<file path="src/hw/rtl/ccsb_pkg.sv">
// Shared types, constants and helpers of the character-class span/break matcher.
package ccsb_pkg;

  localparam int unsigned POS_W      = 16;
  localparam int unsigned WORD_W     = 64;
  localparam int unsigned CLASS_W    = 256;
  localparam int unsigned CFG_IDX_W  = 3;
  localparam logic [POS_W-1:0] POS_MAX = '1;

  typedef enum logic [1:0] {
    MODE_SPAN   = 2'd0,
    MODE_BREAK  = 2'd1,
    MODE_ANY    = 2'd2,
    MODE_NOTANY = 2'd3
  } mode_e;

  typedef enum logic [CFG_IDX_W-1:0] {
    REG_CLASS0   = 3'd0,
    REG_CLASS1   = 3'd1,
    REG_CLASS2   = 3'd2,
    REG_CLASS3   = 3'd3,
    REG_MODE     = 3'd4,
    REG_ANCHORED = 3'd5,
    REG_BASE     = 3'd6
  } cfg_idx_e;

  typedef enum logic [2:0] {
    PH_SEARCH = 3'b001,
    PH_RUN    = 3'b010,
    PH_DONE   = 3'b100
  } phase_e;

  typedef struct packed {
    logic [CLASS_W-1:0] member_map;
    mode_e              mode;
    logic               anchored;
    logic [POS_W-1:0]   base;
  } cfg_t;

  typedef struct packed {
    logic             found;
    logic [POS_W-1:0] match_begin;
    logic [POS_W-1:0] match_finish;
  } res_t;

  // base plus relative position, saturating at the top of the position range
  function automatic logic [POS_W-1:0] sat_add(input logic [POS_W-1:0] base,
                                               input logic [POS_W-1:0] rel);
    logic [POS_W:0] sum;
    sum = {1'b0, base} + {1'b0, rel};
    return sum[POS_W] ? POS_MAX : sum[POS_W-1:0];
  endfunction

endpackage

</file>
<file path="src/hw/rtl/ccsb_core.sv">
// Per-byte scan state and match decision for one subject byte.
module ccsb_core import ccsb_pkg::*; (
  input  logic       clk_i,
  input  logic       rst_ni,
  input  logic       step_i,
  input  logic [7:0] byte_i,
  input  logic       last_i,
  input  cfg_t       cfg_i,
  output logic       emit_o,
  output res_t       res_o
);

  phase_e           phase_q, phase_d;
  logic [POS_W-1:0] pos_q, pos_d;
  logic [POS_W-1:0] run_q, run_d;

  logic             member, hit, found;
  logic [POS_W-1:0] nxt, beg, fin;

  always_comb begin
    member  = cfg_i.member_map[byte_i];
    hit     = (cfg_i.mode == MODE_NOTANY) ? !member : member;
    nxt     = (pos_q == POS_MAX) ? POS_MAX : pos_q + POS_W'(1);
    phase_d = phase_q;
    run_d   = run_q;
    emit_o  = 1'b0;
    found   = 1'b0;
    beg     = '0;
    fin     = '0;

    unique case (phase_q)
      PH_SEARCH: begin
        unique case (cfg_i.mode)
          MODE_SPAN: begin
            if (member) begin
              if (last_i) begin
                emit_o = 1'b1; found = 1'b1; beg = pos_q; fin = nxt;
              end else begin
                phase_d = PH_RUN;
                run_d   = pos_q;
              end
            end else if (cfg_i.anchored) begin
              emit_o  = 1'b1;
              phase_d = PH_DONE;
            end
          end
          MODE_BREAK: begin
            if (member) begin
              emit_o = 1'b1; found = 1'b1; beg = '0; fin = pos_q;
              phase_d = PH_DONE;
            end
          end
          MODE_ANY, MODE_NOTANY: begin
            if (hit) begin
              emit_o = 1'b1; found = 1'b1; beg = pos_q; fin = nxt;
              phase_d = PH_DONE;
            end else if (cfg_i.anchored) begin
              emit_o  = 1'b1;
              phase_d = PH_DONE;
            end
          end
          default: ;
        endcase
      end
      PH_RUN: begin
        if (!member) begin
          emit_o = 1'b1; found = 1'b1; beg = run_q; fin = pos_q;
          phase_d = PH_DONE;
        end else if (last_i) begin
          emit_o = 1'b1; found = 1'b1; beg = run_q; fin = nxt;
        end
      end
      PH_DONE: ;
      default: ;
    endcase

    // subject over with nothing reported: no match
    if (last_i && !emit_o && phase_d == PH_SEARCH) begin
      emit_o = 1'b1;
    end

    if (last_i) begin
      phase_d = PH_SEARCH;
      pos_d   = '0;
      run_d   = '0;
    end else begin
      pos_d   = nxt;
    end

    res_o.found        = found;
    res_o.match_begin  = found ? sat_add(cfg_i.base, beg) : '0;
    res_o.match_finish = found ? sat_add(cfg_i.base, fin) : '0;
  end

  always_ff @(posedge clk_i or negedge rst_ni) begin
    if (!rst_ni) begin
      phase_q <= PH_SEARCH;
      pos_q   <= '0;
      run_q   <= '0;
    end else if (step_i) begin
      phase_q <= phase_d;
      pos_q   <= pos_d;
      run_q   <= run_d;
    end
  end

  a_phase_onehot: assert property (@(posedge clk_i) disable iff (!rst_ni)
    $onehot(phase_q)) else $error("scan phase not one-hot");

  a_last_resets: assert property (@(posedge clk_i) disable iff (!rst_ni)
    step_i && last_i |=> phase_q == PH_SEARCH && pos_q == '0 && run_q == '0)
    else $error("scan state not cleared after last item");

  a_done_silent: assert property (@(posedge clk_i) disable iff (!rst_ni)
    step_i && phase_q == PH_DONE |-> !emit_o)
    else $error("second result in one subject");

  a_pos_count: assert property (@(posedge clk_i) disable iff (!rst_ni)
    step_i && !last_i && pos_q != POS_MAX |=> pos_q == $past(pos_q) + POS_W'(1))
    else $error("position counter skipped");

  a_order: assert property (@(posedge clk_i) disable iff (!rst_ni)
    step_i && emit_o && res_o.found |-> res_o.match_begin <= res_o.match_finish)
    else $error("match finishes before it begins");

endmodule

</file>
<file path="config.mk">
export PLATFORM = sky130hd
export DESIGN_NAME = ccsb_core
export DESIGN_NICKNAME = d
export VERILOG_FILES = /design/src/hw/rtl/ccsb_pkg.sv /design/src/hw/rtl/ccsb_core.sv
export SDC_FILE = /design/constraint.sdc
export NUM_CORES = 1
export LEC_CHECK = 0
export BUFFER_PORTS_ARGS = -buffer_cell sky130_fd_sc_hd__buf_2
export CORE_UTILIZATION = 25
export DETAILED_ROUTE_END_ITERATION = 7
export GPL_TIMING_DRIVEN = 0
export SYNTH_ARGS = -nofsm -noshare
export SYNTH_HDL_FRONTEND = slang
export SYNTH_SLANG_ARGS = --single-unit
</file>
<file path="constraint.sdc">
create_clock -name clk_i -period 9.8 [get_ports clk_i]
set_input_delay 1.47 -clock clk_i [delete_from_list [all_inputs] [get_ports clk_i]]
set_output_delay 1.47 -clock clk_i [all_outputs]
set_load 0.01 [all_outputs]
</file>
; Yosys cells after proc, flatten, opt, wreduce, memory -nomap -nowiden
; Cells that the tools add are included.
[word_totals]
in_bits = 287
regBits = 35
wordCells = 73
[classes]
reduce_logical = 10
n_mux = 49
n_eq_ne = 7
magnitude_cmp = 1
n_addsub = 3
[op_table]
columns = operator, count
row1 = $mux W16, 20
row2 = $pmux W16 S3, 2
row3 = $pmux W16 S2, 2
row4 = $add A16 B16 Y17, 2
row5 = $mux W3, 7
row6 = $add A16 B1 Y16 const B, 1
row7 = $eq A16 B16 Y1 const B, 1
row8 = $mux W1, 11
row9 = $lt A8 B9 Y1 const B, 1
row10 = $pmux W3 S3, 1
row11 = $bmux W1 S8, 1
row12 = $eq A3 B1 Y1 const B, 2
row13 = $pmux W1 S3, 2
row14 = $pmux W3 S2, 1
row15 = $reduce_bool A2 Y1, 3
row16 = $eq A2 B2 Y1 const B, 2
row17 = $pmux W1 S2, 2
row18 = $reduce_and A4 Y1, 1
row19 = $eq A3 B2 Y1 const B, 1
row20 = $eq A2 B1 Y1 const B, 1
row21 = $logic_and A1 B1 Y1, 2
row22 = $logic_not A1 Y1, 2
row23 = $logic_not A2 Y1, 1
row24 = $reduce_or A2 Y1, 1

; Longest topological paths before layout
[logic_depth]
ltp_word = 11
depth_mapped = 29
mapped_depth_nobuf = 23

; Worst setup path before layout
; No wires, ideal clock.
[synth_timing]
path_type = input to output
from = in byte_i[2]
to = out res_o[10] in the netlist's numbering
arrival_ps = 7036
n_path_buf = 7
path_slack_ps = 1294
path_stages = 28
required_ps = 8330
path_cell_list = buf_6 > buf_6 > buf_6 > buf_4 > mux4_2 > a22oi_1 > nand4_1 > a31oi_1 > nand4_2 > nand2_2 > buf_4 > buf_2 > nor2_1 > a21oi_1 > o32ai_1 > ha_1 > fa_1 > a21o_1 > a21oi_1 > nor2b_1 > o21a_1 > o21ai_0 > o21ai_0 > o41a_1 > a21o_1 > a21oi_1 > clkbuf_1 > a21oi_2
[synth_lines]
columns = item, line_no
row1 = "start, declared", ccsb_core.sv:6  ; input logic [7:0] byte_i,
row2 = "end, declared", ccsb_core.sv:10  ; output res_t res_o

==> results_dict.tcl <==
set metrics [dict create \
    arrival_ps 8020 \
    area_growth_syn_to_layout_pct 32.9 \
    vias_per_cell 5.45 \
    synth_fp_nets 1133 \
    mostFrequentLayoutCell "buf_2" \
    fin_crit_ps 9490 \
    clock_skew_ps 6.87 \
    fillers 2794 \
    power_frac_clock_pct 21.0 \
    hold_buffers 0 \
    dieArea_sq_mm 0.0274 \
    drt-wirelength-per-cell_microns 19.8 \
    layout-drive-gt1-share_pct 38.4 \
    io_pins 321 \
    endpoint_kind "primary output" \
    drt.antenna.violating_nets 0 \
    synth_area_sq_mm 0.00667 \
    die_x_microns 165 \
    clkLatencyLatePin_ps 290 \
    antenna_found_initial 1 \
    ys_dominant_reg_cell "dfrtp_1" \
    io_buffers 317 \
    fin_nets 1456 \
    grt_pass1_wl_mm 43.0 \
    grt_max_degree 36 \
    gp_congestion 0.963 \
    worstHoldPathType "reg -> reg" \
    coreArea_sq_mm 0.0261 \
    clock_sinks 35 \
    cts-buffers-inserted 5 \
    power.internal_uw 444 \
    drv_slew 0 \
    diodes 0 \
    worst_pin_slew_ps 1120 \
    violations "DRC" \
    cts_tree "done" \
    netSwitchingFraction_pct 42.5 \
    track_usage_pct 20.7 \
    htree_levels 2 \
    hold_violations 0 \
    final_cell_mix "buf_2, mux2i_1, a21oi_1, nand2_1, nor2_1" \
    critPathLaunchType "input pin" \
    routed_wl_mm 29.1 \
    synth_top_area_cell "dfrtp_1" \
    combPwrFrac_pct 58.2 \
    ys_top_cells_by_area "dfrtp_1, mux2i_1, mux4_2" \
    synth_top_area_share_pct 12.7 \
    fin_area_sq_mm 0.00887 \
    root_buffer "clkbuf_16" \
    fin_setup_tns_ps 0 \
    power_density_mw_per_mm2 87.0 \
    peakVddDrop_uv 59.8 \
    timing.final.crit_share_pct 96.9 \
    cap_violations 0 \
    cts_setup_buffers 0 \
    p_seq_share_pct 20.8 \
    synth_edf_count 0 \
    cp_slowest_stage_delay_ps 430 \
    postSynthCellCount 811 \
    cp.required_ps 8330 \
    clockBufferDepth 2 \
    dr.first_iter.drc_count 692 \
    dr.pass1.iters 7 \
    cp_slowest_cell "fa_1" \
    grt-ovfl-total 0 \
    clock.fmax_mhz 105 \
    synth-seq-area-share_pct 13.1 \
    slew_headroom_pct 23.2 \
    leakage_uw 0.00430 \
    clk_pin_slew_ps 50 \
    ys_ff_latch 35 \
    avgSynthCellArea_sq_um 8.23 \
    placed_area_sq_mm 0.00868 \
    p_switching_uw 328 \
    start_util_pct 25.5 \
    crit_top_cell "buf_6" \
    first_global_vias 7525 \
    dpl.hpwl_mm 24.3 \
    ys_async_sr_fraction_pct 100 \
    ys_types 75 \
    hold_slack_ps 505 \
    die_h_microns 165 \
    row_count 59 \
    setup_violations 0 \
    path_max_fanout 10 \
    vias 8006 \
    status "finished with violations" \
    crit_type "in -> out" \
    ys.warnings.count 0 \
    drc 20 \
]
-- final timing paths --
path	start	endpoint	slack [ps]	cells after the start
min in group asynchronous	rst_ni	run_q[9]	1280	1
max reg2reg	pos_q[0]	pos_q[15]	6680	11
max in group asynchronous	rst_ni	pos_q[1]	7970	1
min reg2reg	run_q[11]	run_q[11]	500	1
min	run_q[11]	run_q[11]	500	1
max	byte_i[2]	res_o[7]	310	29
-- what timing repair did --
item	CTS	global route
resized for setup	7	7
pin swaps	0	0
endpoints found under the hold margin	0	0
setup endpoints to repair	25	29
-- power by group through the flow --
stage                     Sequential, uW  Combinational (uW)  Clock [uW]
final                                160                 449         162
after CTS                            160                 444         163
after floorplan                      161                 271           0
after global placement               163                 438           0
after global routing                 162                 489         170
after detailed placement             163                 439           0
-- cell families (layout without fill, tap and decap cells) --
| kind of cell | Yosys count | in the layout | synth area share, % |
|---|---|---|---|
| AO/OA/AOI/OAI | 288 | 288 | 30.4 |
| XOR/XNOR | 27 | 27 | 3.54 |
| adder cells (fa/ha/maj) | 35 | 35 | 6.79 |
| AND/OR/NAND/NOR | 225 | 225 | 16.1 |
| buffers and inverters | 88 | 411 | 6.69 |
| multiplexers | 113 | 113 | 23.3 |
| flip-flops | 35 | 35 | 13.1 |
-- worst max-delay path, delay by kind of cell --
kind                     cells  cell delay, ps
AO/OA/AOI/OAI               13            2980
adder cells (fa/ha/maj)      2             680
buffers and inverters        8            1650
multiplexers                 1             330
AND/OR/NAND/NOR              5             870
-- area by class of cell --
class	count	area, sq um	share of cell area, %
inverters	23	86.3	0.973
clock buffers	6	139	1.57
plain buffers	64	363	4.09
well taps	335	419	4.72
repair buffers	317	1590	17.9
flip-flops and latches	35	877	9.89
clock inverters	1	5.00	0.0564
multi-input cells	688	5400	60.8
-- sequential cells by signal, summed over array words and instances, names as in the netlist --
signal / cells
pos_q: 16
run_q: 16
phase_q: 3
-- synth_stat cells (3+ instances only) --
master,number
o22a_1,3
o21ai_0,36
buf_6,8
mux4_1,5
nand4_1,6
a221oi_1,3
a22oi_1,22
o21bai_1,4
a31oi_1,11
inv_1,19
dfrtp_1,34
o22ai_1,5
buf_2,12
ha_1,33
o221ai_1,3
nor2b_1,9
and2_1,7
nand3_1,30
nand3b_1,3
o21a_1,5
clkbuf_1,34
a211oi_1,9
and3_1,11
mux4_2,27
a21oi_1,76
a21oi_2,20
nand2_1,73
o211ai_1,7
xor2_1,18
xnor2_1,9
o2bb2ai_1,3
buf_4,11
nor3_1,16
mux2_2,3
nor2_1,50
nand2b_1,6
a22o_1,39
a21o_1,13
inv_2,3
or3_1,3
mux2i_1,77
-- metrics by stage --
step / std cells / total power, uW / worst slack (ps) / utilization [%]
4_1_cts: 1470 / 767 / 117 / 33.9
3_3_place_gp: 1463 / 600 / -601 / 33.2
6_report: 1469 / 772 / 307 / 34.0
2_1_floorplan: 811 / 432 / 1290 / -
3_5_place_dp: 1463 / 602 / -653 / 33.2
5_1_grt: 1469 / 821 / -1.76 / 34.0
-- metal layers --
metal | track usage (%) | share of wire, % | wire (microns)
met1 | 29.1 | 46 | 13400
met2 | 34.3 | 46 | 13500
met3 | 2.70 | 6.9 | 2020
met4 | 2.85 | 0.71 | 206
met5 | 0 | 0.045 | 13
No activity file was read; power rests on OpenSTA's default activity.
